[src/sv/chm_pkg.sv]
// Shared types and codes for the chained hash map engine.
// No dependencies; the engine, chm_mod and the testbench use it by scoped names.
package chm_pkg;

    typedef logic [1:0] t_func;
    localparam t_func FUNC_INSERT = 2'd0;
    localparam t_func FUNC_GET    = 2'd1;
    localparam t_func FUNC_REMOVE = 2'd2;
    localparam t_func FUNC_NONE   = 2'd3;

    typedef logic [1:0] t_status;
    localparam t_status ST_DONE    = 2'd0;
    localparam t_status ST_MISSING = 2'd1;
    localparam t_status ST_FULL    = 2'd2;

    localparam int KeyWidth   = 64;
    localparam int ValueWidth = 64;

    typedef struct packed {
        t_func                 func;
        logic [KeyWidth-1:0]   key;
        logic [ValueWidth-1:0] value;
    } t_in_word;

    typedef struct packed {
        t_status               status;
        logic [ValueWidth-1:0] found_value;
    } t_out_word;

endpackage

[src/sv/chm_mod.sv]
// Iterative key-modulo-bucket-count unit: eight key bits per cycle,
// shift in a bit and conditionally subtract. Depends on chm_pkg.
module chm_mod #(
    parameter int BUCKET_COUNT = 64
) (
    input  logic                               i_clk,
    input  logic                               i_rst_n,
    input  logic                               i_start,
    input  logic [chm_pkg::KeyWidth-1:0]       i_key,
    output logic                               o_done,
    output logic [(BUCKET_COUNT > 1 ? $clog2(BUCKET_COUNT) : 1)-1:0] o_bucket
);
    localparam int RW = (BUCKET_COUNT > 1) ? $clog2(BUCKET_COUNT) : 1;
    localparam logic [RW:0] BC = (RW+1)'(BUCKET_COUNT);
    localparam int BitsPerStep = 8;
    localparam int Steps = chm_pkg::KeyWidth / BitsPerStep;
    localparam int CW = $clog2(Steps);

    logic [chm_pkg::KeyWidth-1:0] r_key, n_key;
    logic [RW-1:0]                r_rem, n_rem;
    logic [CW-1:0]                r_cnt, n_cnt;
    logic                         r_busy, n_busy;
    logic                         r_done, n_done;

    always_comb begin
        logic [RW:0] t;
        t      = '0;
        n_key  = r_key;
        n_rem  = r_rem;
        n_cnt  = r_cnt;
        n_busy = r_busy;
        n_done = 1'b0;
        if (i_start) begin
            n_key  = i_key;
            n_rem  = '0;
            n_cnt  = '0;
            n_busy = 1'b1;
        end else if (r_busy) begin
            t = {1'b0, r_rem};
            for (int b = 0; b < BitsPerStep; b++) begin
                t = {t[RW-1:0], r_key[chm_pkg::KeyWidth-1-b]};
                if (t >= BC) begin
                    t = t - BC;
                end
            end
            n_rem = t[RW-1:0];
            n_key = r_key << BitsPerStep;
            n_cnt = r_cnt + 1'b1;
            if (r_cnt == CW'(Steps - 1)) begin
                n_busy = 1'b0;
                n_done = 1'b1;
            end
        end
    end

    always_ff @(posedge i_clk) begin
        if (!i_rst_n) begin
            r_busy <= 1'b0;
            r_done <= 1'b0;
            r_cnt  <= '0;
        end else begin
            r_busy <= n_busy;
            r_done <= n_done;
            r_cnt  <= n_cnt;
        end
        r_key <= n_key;
        r_rem <= n_rem;
    end

    assign o_done   = r_done;
    assign o_bucket = r_rem;
endmodule

[config.mk]
export PLATFORM = sky130hd
export DESIGN_NAME = chm_mod
export DESIGN_NICKNAME = d
export VERILOG_FILES = /design/src/sv/chm_pkg.sv /design/src/sv/chm_mod.sv
export SDC_FILE = /design/constraint.sdc
export NUM_CORES = 1
export LEC_CHECK = 0
export ABC_AREA = 0
export BUFFER_PORTS_ARGS = -buffer_cell sky130_fd_sc_hd__buf_2
export CAP_MARGIN = 20
export CORE_AREA = 4 4 77 79
export CTS_BUF_LIST = sky130_fd_sc_hd__clkbuf_8
export DETAILED_ROUTE_END_ITERATION = 12
export DIE_AREA = 0 0 81 83
export PLACE_DENSITY = 0.88
export RECOVER_POWER = 100
export SYNTH_ARGS = -nofsm -noshare
export SYNTH_HDL_FRONTEND = slang
export SYNTH_SLANG_ARGS = --single-unit
[constraint.sdc]
create_clock -name i_clk -period 1.5 [get_ports i_clk]
set_input_delay 0.225 -clock i_clk [delete_from_list [all_inputs] [get_ports i_clk]]
set_output_delay 0.225 -clock i_clk [all_outputs]
set_load 0.01 [all_outputs]
# == Yosys cells after proc, flatten, opt, wreduce, memory -nomap -nowiden ==
# Index checks and enable logic that the tools add are counted.
# classes
n_lt_le_gt_ge,8
n_eq_ne,1
reduce_logical,3
n_addsub,9
muxes,28
n_bitwise,2
# op_table
operator,n
6-bit 2-to-1 mux,22
64-bit 2-to-1 mux,2
"7-bit >= comparator, second input constant",8
"6-bit by 1-bit subtractor with 6-bit output, second input constant",8
1-bit 2-to-1 mux,4
"3-bit by 1-bit adder with 3-bit output, second input constant",1
"3-bit == test, second input constant",1
3-bit OR reduction,1
1-bit NOT,2
2-bit nonzero test,1
2-bit OR reduction,1
# word_totals
out_inout_bits,7
ff_bits,75
wordCells,56
inputBits,67

# == Depth between registers and ports, before layout ==
# Gate-level depths: netlist of run 1.
# depth
ltp_word,30
mapped_depth,4
depth_no_buf,4

# == Worst setup path before layout of run 1 ==
# Ideal clock, no wire load.
# synth_path
path_kind,reg-to-reg
startpoint,register r_busy
endpoint,"register r_key[0] (netlist name), enable pin"
path_buffers,1
period_less_slack_ns,1.583
required_ns,1.116
setup_time_ns,0.384
arrival_ns,1.198
stages_incl_launch_ff,3
setup_slack_ns,-0.083
path_cell_list,dfxtp_1 -> buf_4 -> or2_2
# synth_via
elab_chain_cells,1
# synth_rtl
item,line,source
from (decl),chm_mod.sv:22,"logic r_busy, n_busy;"
from (signal assigned),chm_mod.sv:62,r_busy <= n_busy;
2-bit nonzero test (no line),-,
to (signal assigned),chm_mod.sv:66,r_key <= n_key;
to (decl),chm_mod.sv:19,"logic [chm_pkg::KeyWidth-1:0] r_key, n_key;"
# Every way passes these cells.
# A chain may end at the register's enable or synchronous reset.

# == Worst setup path after layout of run 1 ==
# layout_path
startpoint,register r_busy
endpoint,"register r_key[60] (netlist name), enable pin"
# The elaborated chain is that of the path after synthesis.

==> impl_metrics.env, run 1 <==
export IMPL_hold_ws_ns=0.1269
export IMPL_fmax_ghz=0.7976
export IMPL_cp_buffers_inverters=0
export IMPL_post_synth_and_or_nand_nor_area_fraction=0.03951
export IMPL_post_dp_hpwl_um=2514
export IMPL_routed_via_density=4.628
export IMPL_crit_family="simple AND/OR/NAND/NOR gates"
export IMPL_dieArea_mm2=0.006723
export IMPL_drive_gt1_frac=0.4286
export IMPL_critPathArrivalTime_ns=1.21
export IMPL_maxCapViolations=0
export IMPL_antenna_found_initial=0
export IMPL_synth_compound_area_share=0.003040
export IMPL_wirelength_um=3658
export IMPL_fin_crit_ns=1.254
export IMPL_min_from="i_rst_n"
export IMPL_setup_viol=0
export IMPL_max_slew_margin=0.5515
export IMPL_muxShareOfSynthArea=0.2482
export IMPL_grt_first_pass_wirelength_um=5885
export IMPL_critPathRequiredTime_ns=1.46
export IMPL_whs_endpoint="r_busy"
export IMPL_drt_pass1_iterations=4
export IMPL_worstPathCellList="or2_4"
export IMPL_htree_levels=3
export IMPL_overflow=0
export IMPL_cts_hold_buf=0
export IMPL_leakage_nw=1.150
export IMPL_finalHoldViolations=0
export IMPL_layout_nets=274
export IMPL_path_clk_slew_ns=0.06
export IMPL_r2r_slack_ns=0.25
export IMPL_netlist_area_mm2=0.002470
export IMPL_rsz0062_at_grt="no"
export IMPL_critical_path_max_fanout=48
export IMPL_first_global_vias=1392
export IMPL_critPathKind="register to register"
export IMPL_combPwrFrac=0.089
export IMPL_final_common_cell="buf_2"
export IMPL_finalCritPeriodShare=0.8358
export IMPL_seq_area_frac_synth=0.6727
export IMPL_drc_errors=0
export IMPL_clk_path_buf_depth=2
export IMPL_flow_area_growth_from_synthesis_pct=17.22
export IMPL_r2r_start="r_busy"
export IMPL_initial_utilization=0.4627
export IMPL_place_gp_congestion=0.6461
export IMPL_core_mm2=0.005338
export IMPL_worstMarginPinSlew_ns=0.6727
export IMPL_clockRootBuffer="clkbuf_8"
export IMPL_grt_usage=0.1189
export IMPL_die_h_um=83
export IMPL_p_switching_mw=0.7182
export IMPL_final_cell_mix="49 x buf_2, 48 x edfxtp_1, 26 x mux2_2, 15 x mux2_1, 11 x dfxtp_1"
export IMPL_port_buffers=57
export IMPL_ant_nets=0
export IMPL_swShare=0.2112
export IMPL_tritoncts="yes"
export IMPL_hold_path_depth=2
export IMPL_p_clk_frac=0.325
export IMPL_worstRegToRegCells=1
export IMPL_synthAdderAreaFrac=0.01013
export IMPL_p_per_area_mw_per_mm2=1174
export IMPL_num_fill_cells=475
export IMPL_ios=74
export IMPL_drt_initial_drc_count=39
export IMPL_syn_avg_cell_area_um2=17.64
export IMPL_cts_buffers=9
export IMPL_hold_class="input port to register"
export IMPL_ys_seq_elements=59
export IMPL_synth_top_family_by_area="multiplexers"
export IMPL_syn_nets=209
export IMPL_cts_setup_buffers=0
export IMPL_setup_tns_ns=0
export IMPL_postSynthCellCount=140
export IMPL_insertion_delay_ns=0.32
export IMPL_ir_drop_mv=0.6069
export IMPL_slowest_stage="or2_4"
export IMPL_start_kind="register"
export IMPL_grt_start_max_net_pins=49
export IMPL_r2r_end="r_key[60]"
export IMPL_cts_sinks=59
export IMPL_wl_per_cell_um=12.97
export IMPL_final_max_slew_violation_count=0
export IMPL_end_kind="register"
export IMPL_via_count=1305
export IMPL_clock_skew_ns=0.005252
export IMPL_diodes=0
export IMPL_p_seq_frac=0.586
export IMPL_p_int_mw=2.682
export IMPL_synth_xor_area_share=0.003546
export IMPL_die_w_um=81
export IMPL_yosys_warnings=0
export IMPL_cts_resized=0
export IMPL_cp_slowest_stage_delay_ns=0.53
export IMPL_num_rows=27
export IMPL_status="complete, no violations"
export IMPL_ys_types=17
==> logic make-up after synthesis <==
group,Yosys count
compound gates,1
fa+ha+maj,2
mux,50
xor+xnor,1
buf+inv,7
simple gates,20
flops,59
==> through the flow <==
stage	power (mW)	setup slack, ns	std cells	area (um^2)	utilization
finish	3.400	0.2463	282	2895	0.5424
global route	3.573	0.1514	282	2895	0.5424
CTS	3.499	0.2281	282	2973	0.5570
detailed placement	2.382	0.1907	266	2821	0.5286
global placement	2.361	0.1976	266	2821	0.5286
floorplan	2.262	0.1497	140	2472	-
==> layout make-up <==
type	instances	area (um^2)	share of cell area
clock inverters	7	27.53	0.009507
clock buffers	9	123.9	0.04278
multi-input cells	74	698.2	0.2411
flip-flops and latches	59	1662	0.5739
well taps	72	90.09	0.03111
repair buffers	61	294.0	0.1016
==> routing by layer <==
metal,global-route usage,up-vias,wire length (um)
li1,-,653,-
met1,0.1314,593,1520
met2,0.1770,50,1655
met3,0.05640,9,393
met4,0.08295,0,89
met5,0,-,0
==> sequential cells by signal (all words and copies together) (netlist names) <==
signal,cells
r_key,48
o_bucket,6
r_cnt,3
o_done,1
r_busy,1
==> synthesized netlist by cell type <==
| master | count | area share |
|---|---|---|
| and2_1 | 6 | 0.015 |
| buf_2 | 3 | 0.0061 |
| buf_4 | 1 | 0.0030 |
| buf_6 | 3 | 0.014 |
| dfxtp_1 | 11 | 0.089 |
| edfxtp_1 | 48 | 0.58 |
| ha_1 | 2 | 0.010 |
| mux2_2 | 26 | 0.12 |
| mux2_4 | 16 | 0.097 |
| mux2i_1 | 8 | 0.032 |
| nand2_1 | 1 | 0.0015 |
| nand2b_1 | 1 | 0.0025 |
| nor2_1 | 10 | 0.015 |
| nor2b_1 | 1 | 0.0025 |
| o21a_1 | 1 | 0.0030 |
| or2_2 | 1 | 0.0025 |
| xnor2_1 | 1 | 0.0035 |
==> power by group through the flow <==
stage	clock network (mW)	registers (mW)	logic, mW
finish	1.11	1.99	0.302
CTS	1.15	2.00	0.352
global placement	0	2.02	0.339
floorplan	0	2.02	0.240
detailed placement	0	2.03	0.351
global route	1.23	2.01	0.340
==> worst max-delay path by stage <==
stage,from,to,slack [ns],depth (start not counted)
floorplan,r_busy,r_key[0],0.15,2
global placement,i_start,r_key[1],0.20,2
detailed placement,i_start,r_key[19],0.19,3
CTS,r_busy,r_key[51],0.23,1
global route,r_busy,r_key[59],0.15,1
finish,r_busy,r_key[60],0.25,1
No activity file was read; power rests on OpenSTA's default activity.
==> run 2: changes to the inputs <==
--- a/config.mk
+++ b/config.mk
@@ -5,7 +5,7 @@
 export SDC_FILE = /design/constraint.sdc
 export NUM_CORES = 1
 export LEC_CHECK = 0
-export ABC_AREA = 0
+export ABC_AREA = 1
 export BUFFER_PORTS_ARGS = -buffer_cell sky130_fd_sc_hd__buf_2
 export CAP_MARGIN = 20
 export CORE_AREA = 4 4 77 79
==> constraint.sdc (replaced) <==
create_clock -name i_clk -period 1.08 [get_ports i_clk]
set_input_delay 0.162 -clock i_clk [delete_from_list [all_inputs] [get_ports i_clk]]
set_output_delay 0.162 -clock i_clk [all_outputs]
set_load 0.01 [all_outputs]
==> run 2 against run 1 <==
  * Die area unchanged
  * Maximum frequency grew 21%
  * Combinational power up 51%
  * Clock skew grew 0.0026 ns
  * Sequential share of layout area shrank 2.5 points
  * Clock power is 91% higher
  * Worst hold slack worse by 0.050 ns
  * Via count increased by 35%
  * Power increased by 57%
  * Final cell count up 38%
  * Critical path type unchanged
  * Critical endpoint is now r_key[29]
  * Largest power group unchanged
==> impl_metrics.env, run 2 <==
export IMPL_critPathKind="register to register"
export IMPL_ys_seq_elements=59
export IMPL_largest_register="r_key"
export IMPL_start_kind="register"
export IMPL_core_mm2=0.005338
export IMPL_min_from="i_rst_n"
export IMPL_cp_slowest_stage_delay_ns=0.35
export IMPL_yosysTopAreaCell="edfxtp_1"
export IMPL_htree_levels=3
export IMPL_slowest_stage="dfxtp_2"
export IMPL_finalHoldViolations=0
export IMPL_diodes=0
export IMPL_syn_nets=319
export IMPL_p_per_area_mw_per_mm2=1764
export IMPL_wirelength_um=4470
export IMPL_critical_path_max_fanout=32
export IMPL_insertion_delay_ns=0.34
export IMPL_leakage_nw=1.463
export IMPL_setup_viol=0
export IMPL_place_inst=374
export IMPL_power_total_mw=5.349
export IMPL_worstMarginPinSlew_ns=0.5038
export IMPL_yosys_warnings=0
export IMPL_ys_async_sr_fraction=0
export IMPL_final_area_mm2=0.003032
export IMPL_grt_first_pass_wirelength_um=7541
export IMPL_wl_per_cell_um=11.46
export IMPL_initial_utilization=0.4630
export IMPL_r2r_start="r_busy"
export IMPL_final_cell_mix="141 x nand2_1, 50 x buf_2, 48 x edfxtp_1, 15 x nor2_1, 10 x dfxtp_1"
export IMPL_rsz0062_at_grt="no"
export IMPL_maxCapViolations=0
export IMPL_ys_types=15
export IMPL_end_kind="register"
export IMPL_post_dp_hpwl_um=2950
export IMPL_postSynthCellCount=250
export IMPL_yosysMostFrequentCell="nand2_1"
export IMPL_cp_buffers_inverters=2
export IMPL_grt_start_max_net_pins=35
export IMPL_grt_usage=0.1490
export IMPL_crit_family="flip-flops"
export IMPL_ios=74
export IMPL_overflow=0
export IMPL_cts_buffers=9
export IMPL_cts_resized=0
export IMPL_port_buffers=57
export IMPL_netlist_area_mm2=0.002471
export IMPL_fmax_ghz=0.9678
export IMPL_worstPathCellList="nor2_4, clkinvlp_4, buf_8"
export IMPL_dieArea_mm2=0.006723
export IMPL_layout_nets=382
export IMPL_finalCritPeriodShare=0.9567
export IMPL_cts_hold_buf=0
export IMPL_status="complete, no violations"
export IMPL_fin_cells=390
export IMPL_first_global_vias=1779
export IMPL_ir_drop_mv=1.212
export IMPL_largest_reg_flops=48
export IMPL_clk_path_buf_depth=2
export IMPL_place_gp_congestion=0.6980
export IMPL_synth_top_cells_by_area="edfxtp_1 58%, nand2_1 21%, dfxtp_1 8.9%, nor2_1 2.4%, buf_6 1.8%"
export IMPL_num_rows=27
export IMPL_fin_crit_ns=1.033
export IMPL_seq_area_frac_synth=0.6724
export IMPL_antenna_found_initial=0
export IMPL_path_clk_slew_ns=0.07
export IMPL_drive_gt1_frac=0.2547
export IMPL_crit_start="r_busy"
export IMPL_place_area_mm2=0.002841
export IMPL_drc_errors=0
export IMPL_via_count=1758
export IMPL_yosys_most_used_dff="edfxtp_1"
export IMPL_cts_sinks=59
export IMPL_routed_via_density=4.508
export IMPL_final_common_cell="nand2_1"
export IMPL_regArea_mm2=0.001663
export IMPL_critPathRequiredTime_ns=1.10
export IMPL_flow_area_growth_from_synthesis_pct=22.68
export IMPL_die_w_um=81
export IMPL_die_h_um=83
export IMPL_critPathArrivalTime_ns=1.05
export IMPL_drt_pass1_iterations=4
export IMPL_clockRootBuffer="clkbuf_8"
export IMPL_ant_nets=0
export IMPL_cts_setup_buffers=0
export IMPL_drt_initial_drc_count=90
export IMPL_hold_class="input port to register"
export IMPL_setup_tns_ns=0
export IMPL_syn_avg_cell_area_um2=9.884
export IMPL_netlist_top_cells_count="141 x nand2_1, 48 x edfxtp_1, 16 x nor2_1"
export IMPL_yosys_area_top_type_share=0.5833
export IMPL_clock_skew_ns=0.007805
export IMPL_multi_input_area_um2=680.7
export IMPL_max_slew_margin=0.6641
export IMPL_tritoncts="yes"
export IMPL_synth_edf_count=48
export IMPL_num_fill_cells=504
export IMPL_final_max_slew_violation_count=0
[run 2: report_power, final]
group / switching (mW) / total (mW) / internal [mW]
Combinational: 0.268 / 0.455 / 0.187
Sequential: 0.0602 / 2.77 / 2.71
Clock: 0.852 / 2.12 / 1.27
Total: 1.18 / 5.35 / 4.17
[run 2: final cells by class]
class / count / area share
Timing Repair Buffer: 64 / 0.1143
Multi-Input combinational cell: 169 / 0.2245
Tap cell: 72 / 0.02972
Sequential cell: 59 / 0.5485
Clock buffer: 9 / 0.04086
Clock inverter: 7 / 0.02765
Inverter: 10 / 0.01444
[run 2: path summary, 6_finish.rpt]
path	depth (start not counted)	slack (ns)	to
max	3	0.05	r_key[29]
min reg2reg	2	0.47	o_bucket[3]
min	3	0.08	o_done
max reg2reg	3	0.05	r_key[29]
[run 2: logic make-up after synthesis]
kind of cell    synth area share
compound gates           0.01924
fa+ha+maj                0.01012
buf+inv                  0.05468
flops                     0.6724
simple gates              0.2435
[run 2: through the flow]
stage	hold WS, ns	setup slack (ns)	util
2_1_floorplan	0.2751	-0.5379	-
3_3_place_gp	0.4160	0.05145	0.5323
3_5_place_dp	0.4247	0.02645	0.5323
4_1_cts	0.05897	0.04029	0.5713
5_1_grt	0.07253	0.003135	0.5680
6_report	0.07699	0.04676	0.5680
[run 2: routing by layer]
layer	GRT usage	part of all wire
met4	0.06452	0.020
met2	0.2397	0.47
met1	0.1732	0.44
met5	0	0
met3	0.05965	0.066
[run 2: tightest hold or removal path, delay by kind of cell]
kind / cells / cell delay, ns
buf+inv: 1 / 0.12
simple gates: 2 / 0.09
