File: config.mk
export PLATFORM = sky130hd
export DESIGN_NAME = chm_ram
export DESIGN_NICKNAME = d
export VERILOG_FILES = /design/src/sv/chm_ram.sv
export SDC_FILE = /design/constraint.sdc
export NUM_CORES = 1
export LEC_CHECK = 0
export BUFFER_PORTS_ARGS = -buffer_cell sky130_fd_sc_hd__buf_4
export CAP_MARGIN = 20
export CORE_MARGIN = 4
export CORE_UTILIZATION = 45
export CTS_BUF_LIST = sky130_fd_sc_hd__clkbuf_16
export CTS_CLUSTER_DIAMETER = 50
export DETAILED_ROUTE_END_ITERATION = 7
export GPL_ROUTABILITY_DRIVEN = 0
export RECOVER_POWER = 25
export SYNTH_ARGS = -nofsm -noshare
export SYNTH_HDL_FRONTEND = slang
export SYNTH_SLANG_ARGS = --single-unit
File: constraint.sdc
create_clock -name i_clk -period 1.7 [get_ports i_clk]
set_clock_uncertainty 0.1 [all_clocks]
set_input_delay 0.085 -clock i_clk [delete_from_list [all_inputs] [get_ports i_clk]]
set_output_delay 0.085 -clock i_clk [all_outputs]
set_load 0.005 [all_outputs]
File: src/sv/chm_ram.sv
// Generic single-port-write, single-port-read RAM with registered read data.
// No dependencies.
module chm_ram #(
    parameter int WIDTH = 8,
    parameter int DEPTH = 64
) (
    input  logic                                   i_clk,
    input  logic                                   i_we,
    input  logic [(DEPTH > 1 ? $clog2(DEPTH) : 1)-1:0] i_waddr,
    input  logic [WIDTH-1:0]                       i_wdata,
    input  logic [(DEPTH > 1 ? $clog2(DEPTH) : 1)-1:0] i_raddr,
    output logic [WIDTH-1:0]                       o_rdata
);
    logic [WIDTH-1:0] r_mem [DEPTH];
    logic [WIDTH-1:0] r_rdata;

    always_ff @(posedge i_clk) begin
        if (i_we) begin
            r_mem[i_waddr] <= i_wdata;
        end
        r_rdata <= r_mem[i_raddr];
    end

    assign o_rdata = r_rdata;
endmodule

== Word level (Yosys, flattened, before mapping) ==
Memories as Yosys holds them, arrays and structs flattened. A register that Yosys moved wholly into a read port is not among the register bits.
Index checks and enable logic that the tools add are counted.
W data, S select, Z words.

* Multiplexer cells: 2

{| class="wikitable"
|+ Operators with widths
! kind !! count
|-
| $mux W1 || 2
|}

* Flip-flop bits (word level): 0
* Memory bits (writable): 512
* Logic and storage cells: 3
* Memories kept: 1

{| class="wikitable"
|+ Memories
! name !! depth !! width !! rd ports !! clocked after Yosys merged registers in !! write ports !! RTL line !! source
|-
| r_mem || 64 || 8 || 1 || 1 || 1 || 14 || <nowiki>logic [WIDTH-1:0] r_mem [DEPTH];</nowiki>
|}

== Depth between registers and ports, before layout ==
Gate-level depths: netlist of run 1.

* Depth after elaboration: 2
* Depth in mapped cells: 9
* Gate-level depth less buffers: 5

== Worst setup path before layout of run 1 ==
OpenSTA, ideal clock, no wires.

* Kind: input-to-reg
* Start: in i_raddr[1] in the netlist's numbering
* End: reg r_rdata[3] (netlist: o_rdata[3]) (read register of r_mem)
* Setup time: 0.128 ns
* Arrival time: 1.625 ns
* Required time: 1.472 ns
* Slack: -0.153 ns
* Cell stages on the path: 7
* Buffers on the path: 3
* Cells stage by stage: buf_4 buf_2 buf_2 mux4_2 mux4_2 o21ai_1 o41ai_1

{| class="wikitable"
|+ RTL lines
! item !! RTL line !! source
|-
| from (decl) || 11 || <nowiki>input logic [(DEPTH > 1 ? $clog2(DEPTH) : 1)-1:0] i_raddr,</nowiki>
|-
| to (decl) || 15 || <nowiki>logic [WIDTH-1:0] r_rdata;</nowiki>
|}

==> metrics.txt, run 1 <==
count of cell types in the netlist 40; initial antenna violation count 0; RSZ-0062 raised after global routing true; FF-to-FF End o_rdata[4]; DRC violations left 0; post-detail-place hpwl 29400 µm; top cells by area, synth edfxtp_1 76%, mux4_2 14%, nor2_1 1.5%; Worst Path Required 2.07 ns; CP Launch Point r_mem[29][4]; Worst setup EP type flip-flop; row cnt 77; Worst Setup Slack, final -0.309 ns; Hold WC Path Type in2reg; sequential fraction of the synthesis area 77.0%; PwrDens 1150 nW/µm²; peak supply drop 832 µV; Synth top area share 76.2%; Max H-tree Level 2; failing checks negative setup slack; Vias 10100; Synth Area in XOR/XNOR 0%; Synth Area in Simple Gates 3.39%; Layout fillers 3329; synth-to-layout area growth 20.6%; TNS Setup -1.58 ns; final hold violations 0; Slew Limit Fails 0; post-place setup slack -0.616 ns; Worst-Skew Late Latency 0.60 ns; number of enable flip-flop cells after synthesis 512; mux cell area share after synthesis 15.9%; worst reg-to-reg path cell count 6; pin count of the biggest net entering global routing 65; combinational family with the most area after synthesis multiplexers; layout cells sized above 1 35.9%; data arrival time of the worst path 2.38 ns; synthesized flop and latch total 520; worst rel slew slack 20.2%; utilization after layout 55.0%; Critical-path top delay cell mux4_2; crit-path cells mux4_2 > mux2_4 > o221a_4 > nor3_4 > buf_6 > o32ai_2; vias in the first global route 10400; vias per cell 5.62; Placement Cell Area 22300 µm²; Finished Cell Area 24300 µm²; Max Freq 0.498 GHz; fin nets 1177; final worst-path cycle share 118%; clk slew on worst S/H paths 0.06 ns; FF-to-FF setup slack -0.31 ns; Initial Utilization 45.6%; chip height 220 µm; I/O pin count 30; synthesized instance count 940; Clock Tree Root clkbuf_16; Hold Path End r_mem[55][3]; Setup crit start kind flip-flop; Max Fanout on Critical Path 1; clock buffer depth 3; critical path type reg2reg; CTS tree done; gr ovfl total 0; ant diodes 0; post-layout min period 2.01 ns; Global Route Usage Sum 19.6%; Reg2Reg Launch Point r_mem[29][4]; hold_sp i_waddr[0]; DRT iter0 DRCs 973; status finished, violations left; adder-cell share of the synthesized area 0%; Pleak 8.01 nW; Core ar. 44200 µm²; TritonCTS Sinks 520; synthesized net count 962; Post-synth ARST share 0%; total power 0.0280 W; Synth Area in Compound Gates 2.07%; Ys Warns 0; ANT nets after route 0; DRT Pass-1 Iters 5; WL final 46300 µm; Die Wd 220 µm; Worst Tran Pin Value 1.20 ns; Avg WL per Cell 25.8 µm; number of CTS-inserted buffers 55; prevailing post-synth register cell edfxtp_1; first-pass GRT wire length 68900 µm; Mapped Area 20200 µm²; Die ar. 48300 µm²; Post-synth top cells 512 x edfxtp_1, 126 x mux4_2, 83 x nor2_1; Setup Viol. Count Final 8; IO Port Bufs 29; maxcap violations 0; worst stage delay on the critical path 0.49 ns; Synth Area per Inst 21.5 µm²; cell with the most instances after synthesis edfxtp_1; Synth area leader edfxtp_1; Hold Path Depth 4
[cell usage in the layout, fill, tap and decap left out, drive strengths merged, types with 15 or more instances in the layout]
cell / n
nor2: 83
nand2: 19
inv: 15
mux2i: 23
clkinv: 19
edfxtp: 512
clkbuf: 68
buf: 184
mux4: 126
[through the flow]
step | cells | hold WS (ns)
after detailed placement | 1676 | 0.381
final | 1793 | 0.119
after global placement | 1676 | 0.375
after global routing | 1793 | 0.120
after floorplan | 940 | 0.0839
after CTS | 1793 | 0.0823
[flip-flops by register name, summed over array words and instances, names as in the netlist]
register	cells
o_rdata	8
r_mem	512
[cell families (layout without fill, tap and decap cells)]
family,after synthesis,in the layout
AO/OA/AOI/OAI,54,54
AND/OR/NAND/NOR,153,153
flip-flops,520,520
multiplexers,162,162
buffers and inverters,51,312
[power breakdown]
part	internal, W	switching [W]	total, W	leakage, nW
Combinational	0.000691	0.000871	0.00156	2.40
Clock	0.00729	0.00488	0.0122	0.940
Sequential	0.0142	0.0000484	0.0142	4.67
Total	0.0222	0.00580	0.0280	8.01
[worst max-delay path, delay by kind of cell, from the launching register on]
family,cells,cell delay (ns)
AND/OR/NAND/NOR,1,0.17
flip-flops,1,0.36
multiplexers,2,0.78
buffers and inverters,1,0.14
AO/OA/AOI/OAI,2,0.34
[routing by layer]
metal,GRT usage [%],part of all wire [%],up-vias
met4,5.11,1.9,0
met2,31.1,48,297
li1,-,-,4371
met1,28.4,44,5343
met3,3.89,6.0,61
met5,0,0,-
[what timing repair did]
item | CTS | global route
gates resized for setup | 15 | 6
pin swaps | 2 | 0
cloned | 0 | 0
endpoints found under the setup margin | 8 | 8
buffers inserted | 0 | 0
endpoints found under the hold margin | 459 | 0
hold buffers | 14 | 0
[area by class of cell]
class	instances	area [µm²]	share of cell area (%)
tap	592	741	3.05
clock buffer	57	1430	5.87
multi-input combinational	369	4440	18.3
clock inverter	46	434	1.79
timing repair buffer	209	1740	7.16
sequential	520	15500	63.9
[worst max path at each step]
| stage | cells past startpoint | endpoint |
|---|---|---|
| floorplan | 5 | o_rdata[4] |
| global placement | 7 | o_rdata[0] |
| detailed placement | 7 | o_rdata[5] |
| CTS | 6 | o_rdata[4] |
| global route | 6 | o_rdata[4] |
| finish | 6 | o_rdata[4] |
Power figures use the tool's default switching activity.
==> run 2: changes to the inputs <==
==> constraint.sdc (replaced) <==
create_clock -name i_clk -period 2.05 [get_ports i_clk]
set_clock_uncertainty 0.1 [all_clocks]
set_input_delay 0.1025 -clock i_clk [delete_from_list [all_inputs] [get_ports i_clk]]
set_output_delay 0.1025 -clock i_clk [all_outputs]
set_load 0.005 [all_outputs]
==> run 2 against run 1 <==
Net effect:
- global-route usage hardly changed
- sequential share of layout area up 1.1 points
- utilization decreased by 0.96 points
- critical endpoint is now o_rdata[1]
- largest power group unchanged
- sequential power decreased by 17%
- first-iteration DRC count increased by 4.2%
- final area is 1.7% lower
- sequential cell count did not move
- the flow now finishes without violations
- count of clock-buffer cells in the layout did not move
==> metrics.txt, run 2 (synthesis gave the netlist of run 1 again) <==
status complete, no violations; worst reg-to-reg path cell count 5 (-1); Layout fillers 3404 (+2.3%); data arrival time of the worst path 2.39 ns (about the same); clock power share 41.3% (-2.2 points); Die Wd 220 µm (unchanged); Max Fanout on Critical Path 1 (unchanged); pin count of the biggest net entering global routing 65 (unchanged); layout cells sized above 1 33.4% (-2.4 points); Slew Limit Fails 0 (unchanged); hold_sp i_waddr[3]; most frequent cells in the layout 512 x edfxtp_1, 162 x buf_4, 126 x mux4_2; I/O pin count 30 (unchanged); DRT Pass-1 Iters 5 (unchanged); row cnt 77 (unchanged); post-detail-place hpwl 29200 µm (-0.66%); clock buffer depth 3 (unchanged); gr ovfl total 0 (unchanged); Largest register FFs 512 (unchanged); Sw Share 21.0% (+0.22 points); Pint 0.0176 W (-21%); Hold Path End r_mem[61][5]; Hold Path Depth 3 (-1); utilization after layout 54.0% (-0.96 points); Avg WL per Cell 25.9 µm (+0.22%); Max H-tree Level 2 (unchanged); WL final 46000 µm (-0.73%); first-pass GRT wire length 69200 µm (+0.45%); IO Port Bufs 29 (unchanged); TritonCTS Sinks 520 (unchanged); final worst-path cycle share 98.2% (-20 points); chip height 220 µm (unchanged); CTS tree done; register area 15500 µm² (unchanged); worst rel slew slack 3.58% (-17 points); TNS Setup 0 ns (+1.58 ns); number of CTS-inserted buffers 55 (unchanged); Reg2Reg Launch Point r_mem[8][1]; final hold violations 0 (unchanged); vias in the first global route 10400 (+0.38%); Hold WS 0.0771 ns (-0.0423 ns); Most flops, register r_mem; PwrDens 931 nW/µm² (-19%); Worst setup EP type flip-flop; Comb pwr share 5.5% (about the same); total power 0.0222 W (-21%); Max Freq 0.497 GHz (-0.21%); Hold WC Path Type in2reg; clk slew on worst S/H paths 0.06 ns (about the same); fin nets 1162 (-1.3%); ant diodes 0 (unchanged); Pleak 7.85 nW (-2.1%); DRC violations left 0 (unchanged); critical path type reg2reg; Worst-Skew Late Latency 0.60 ns (about the same); commonest non-fill, non-tap cell in the layout edfxtp_1; Sw Pwr 0.00466 W (-20%); multi-input combinational cell area 4350 µm² (-2.0%); FF-to-FF setup slack 0.04 ns (+0.35 ns); initial antenna violation count 1 (+1); synth-to-layout area growth 18.5%; Worst Path Required 2.42 ns (+0.35 ns); Core ar. 44200 µm² (unchanged); RSZ-0062 raised after global routing true; FF-to-FF End o_rdata[1]; setup bufs post-CTS 0 (unchanged); Setup crit start kind flip-flop; Clock Tree Root clkbuf_16; vias per cell 5.68 (+1.2%); DRT iter0 DRCs 1014 (+4.2%); post-layout min period 2.01 ns (+0.00426 ns); ANT nets after route 0 (unchanged); Die ar. 48300 µm² (unchanged); Initial Utilization 45.6% (unchanged); Global Route Usage Sum 19.6% (about the same); maxcap violations 0 (unchanged); Worst Tran Pin Value 1.45 ns (+0.249 ns); Setup Viol. Count Final 0 (-8); sequential group share of total power 53.2% (+2.3 points); peak supply drop 603 µV (-27%); Vias 10100 (+0.21%)
[run 2: final cells by class]
class,instances,share of cell area [%]
clock buffer,57,5.97
clock inverter,44,1.08
sequential,520,65.0
timing repair buffer,194,6.63
multi-input combinational,369,18.2
tap,592,3.10
[run 2: critical path, cell delays in order (launching register included)]
cell       delay [ns]
edfxtp_1         0.38
mux4_2           0.49
mux4_2           0.48
nor2_1           0.20
nor3_1           0.12
o2bb2ai_1        0.13
[run 2: power by group through the flow]
stage	clock [W]	combinational, W	sequential (W)
after floorplan	0	0.000627	0.0120
after global placement	0	0.00120	0.0120
after detailed placement	0	0.00121	0.0120
after CTS	0.00939	0.00124	0.0118
after global routing	0.00988	0.00132	0.0118
final	0.00919	0.00122	0.0118
[run 2: timing repair]
item | 4_1_cts | 5_1_grt
hold buffers | 16 | 0
pin swaps | 0 | 2
hold endpoints to repair | 180 | 0
endpoints found under the setup margin | 1 | 3
gates resized for setup | 2 | 5
[run 2: how the worst max path moves through the flow]
stage | endpoint | cells past startpoint | from | slack [ns]
after global placement | o_rdata[7] | 6 | i_raddr[0] | -0.32
after CTS | o_rdata[6] | 6 | r_mem[29][6] | 0.004
final | o_rdata[1] | 5 | r_mem[8][1] | 0.04
after detailed placement | o_rdata[7] | 6 | i_raddr[0] | -0.28
after global routing | o_rdata[4] | 6 | r_mem[28][4] | -0.008
after floorplan | o_rdata[3] | 7 | i_raddr[1] | 0.18
[run 2: stage by stage]
stage	setup slack, ns	std cells	cell area [µm²]
detailed placement	-0.284	1659	22000
CTS	0.00352	1776	23900
global route	-0.00836	1776	23900
finish	0.0367	1776	23900
global placement	-0.323	1659	22000
floorplan	0.180	940	20200
[run 2: per-layer routing]
layer | wire length [µm] | part of all wire [%] | global-route usage [%]
met3 | 2620 | 5.7 | 3.09
met4 | 925 | 2.0 | 5.07
met1 | 20100 | 44 | 28.8
met2 | 22300 | 49 | 31.3
met5 | 13 | 0.028 | 0
==> run 3: changes to the inputs <==
--- a/config.mk
+++ b/config.mk
@@ -13,7 +13,10 @@
 export CTS_CLUSTER_DIAMETER = 50
 export DETAILED_ROUTE_END_ITERATION = 7
 export GPL_ROUTABILITY_DRIVEN = 0
+export MAX_ROUTING_LAYER = met4
 export RECOVER_POWER = 25
+export SETUP_SLACK_MARGIN = 0.5
+export SLEW_MARGIN = 25
 export SYNTH_ARGS = -nofsm -noshare
 export SYNTH_HDL_FRONTEND = slang
 export SYNTH_SLANG_ARGS = --single-unit
==> run 3 against run 2 <==
Net effect:
- the flow now finishes with violations (max-capacitance violations, max-slew violations)
- hold slack got worse by 0.030 ns
- clock power increased by 5.1%
- die area unchanged
- non-clock buffer count decreased by 17
- sequential cell count unchanged
- largest power group unchanged
==> metrics.txt, run 3 (synthesis gave the netlist of run 1 again) <==
Most flops, register r_mem; Hold WC Path Type in2reg; I/O pin count 30 (unchanged); clk slew on worst S/H paths 0.06 ns (about the same); DRT iter0 DRCs 977 (-3.6%); Max Freq 0.501 GHz (+0.77%); IO Port Bufs 29 (unchanged); vias per cell 5.68 (-0.13%); chip height 220 µm (unchanged); Avg WL per Cell 26.7 µm (+3.3%); critical path type reg2reg; synth-to-layout area growth 19.4%; gr ovfl total 0 (unchanged); Initial Utilization 45.6% (unchanged); Core ar. 44200 µm² (unchanged); Die Wd 220 µm (unchanged); DRT Pass-1 Iters 5 (unchanged); post-layout min period 2.00 ns (-0.0154 ns); layout cells sized above 1 34.8% (+1.3 points); Hold WS 0.0471 ns (-0.0300 ns); final hold violations 0 (unchanged); post-place setup slack -0.228 ns (+0.0563 ns); vias in the first global route 10400 (-0.21%); utilization after layout 54.5% (+0.41 points); Clock Tree Root clkbuf_16; fin nets 1144 (-1.5%); crit-path cells mux4_2 > mux2_4 > o221a_4 > nor3_4 > o32ai_1; dpl cells 1643 (-0.96%); TritonCTS Sinks 520 (unchanged); row cnt 77 (unchanged); maxcap violations 1 (+1); Worst Setup Slack, final 0.0521 ns (+0.0154 ns); clock buffer depth 3 (unchanged); Layout fillers 3360 (-1.3%); number of CTS-inserted buffers 54 (-1.8%); Max H-tree Level 2 (unchanged); Slew Limit Fails 64 (+64); Worst Tran Pin Value 1.50 ns (+0.0584 ns); failing checks max-capacitance violations, max-slew violations; worst reg-to-reg path cell count 5 (unchanged); first-pass GRT wire length 69600 µm (+0.69%); setup bufs post-CTS 0 (unchanged); worst stage delay on the critical path 0.48 ns (about the same); final worst-path cycle share 97.5% (-0.75 points); Critical-path top delay cell mux4_2; Worst setup EP type flip-flop; worst rel slew slack -0.307% (-3.9 points); Setup Viol. Count Final 0 (unchanged); Worst Path Required 2.42 ns (about the same); Global Route Usage Sum 20.6% (+0.97 points); Hold Path Depth 4 (+1); Vias 9989 (-1.0%); Max Fanout on Critical Path 1 (unchanged); Die ar. 48300 µm² (unchanged); ANT nets after route 0 (unchanged); RSZ-0062 raised after global routing true; CTS tree done; pin count of the biggest net entering global routing 65 (unchanged); peak supply drop 599 µV (-0.67%); Cell Count, Final, Fillers Out 1760 (-0.90%); data arrival time of the worst path 2.37 ns (-0.02 ns); Largest register FFs 512 (unchanged); initial antenna violation count 0 (-1); ant diodes 0 (unchanged); post-detail-place hpwl 29300 µm (+0.26%); Pleak 7.76 nW (-1.1%); WL final 47100 µm (+2.3%); PwrDens 947 nW/µm² (+1.7%); most frequent cells in the layout 512 x edfxtp_1, 126 x mux4_2, 118 x buf_4; Setup crit start kind flip-flop; commonest non-fill, non-tap cell in the layout edfxtp_1; Worst-Skew Late Latency 0.60 ns (about the same); status finished, violations left; DRC violations left 0 (unchanged)
run 3: cell count changes in the layout (fill, tap and decap cells not counted), sizes merged:
cell	previous run	this run
buf	170	135
bufinv	2	6
clkbuf	65	81
clkinv	25	22
clkinvlp	1	7
dlygate4sd3	16	15
inv	16	13
run 3: worst paths after layout:
path	start	to	slack, ns
worst max register to register	r_mem[20][4]	o_rdata[4]	0.05
worst max-delay path	r_mem[20][4]	o_rdata[4]	0.05
worst min-delay path	i_raddr[4]	o_rdata[1]	0.05
worst min register to register	r_mem[6][7]	o_rdata[7]	0.74
run 3: area by class of cell:
class                           instances  area, µm²  area share, %
Sequential cell                       520      15500           64.5
Multi-Input combinational cell        369       4560           18.9
Timing Repair Buffer                  177       1470           6.12
Clock buffer                           54       1350           5.61
Tap cell                              592        741           3.08
Clock inverter                         48        422           1.75
run 3: power by group:
part / total [W] / switching (W) / internal [W]
sequential: 0.0118 / 0.0000545 / 0.0118
clock: 0.00966 / 0.00408 / 0.00559
combinational: 0.00130 / 0.000737 / 0.000564
total: 0.0228 / 0.00487 / 0.0179
run 3: routing by layer:
metal  GRT usage [%]  routed length (µm)  vias up
met2            31.4               22500      352
li1                -                   -     4310
met3            4.96                3440       66
met5               -                   0        -
met4            4.94                 946        0
met1            28.6               20200     5261
run 3: what timing repair did:
item | in CTS | in global routing
resized for setup | 17 | 10
pin swaps | 7 | 2
hold buffers | 15 | 0
setup endpoints to repair | 8 | 15
hold endpoints to repair | 296 | 0
run 3: worst max-delay path, delay by kind of cell, from the launching register on:
family / cells / cell delay [ns]
AO/OA/AOI/OAI: 2 / 0.40
AND/OR/NAND/NOR: 1 / 0.23
flip-flops: 1 / 0.37
multiplexers: 2 / 0.77
run 3: through the flow:
stage | cell area, µm² | power [W] | TNS, ns
3_5_place_dp | 22100 | 0.0133 | -1.07
5_1_grt | 24100 | 0.0236 | 0
3_3_place_gp | 22100 | 0.0133 | -0.911
4_1_cts | 24100 | 0.0230 | 0
2_1_floorplan | 20300 | 0.0127 | 0
6_report | 24100 | 0.0228 | 0
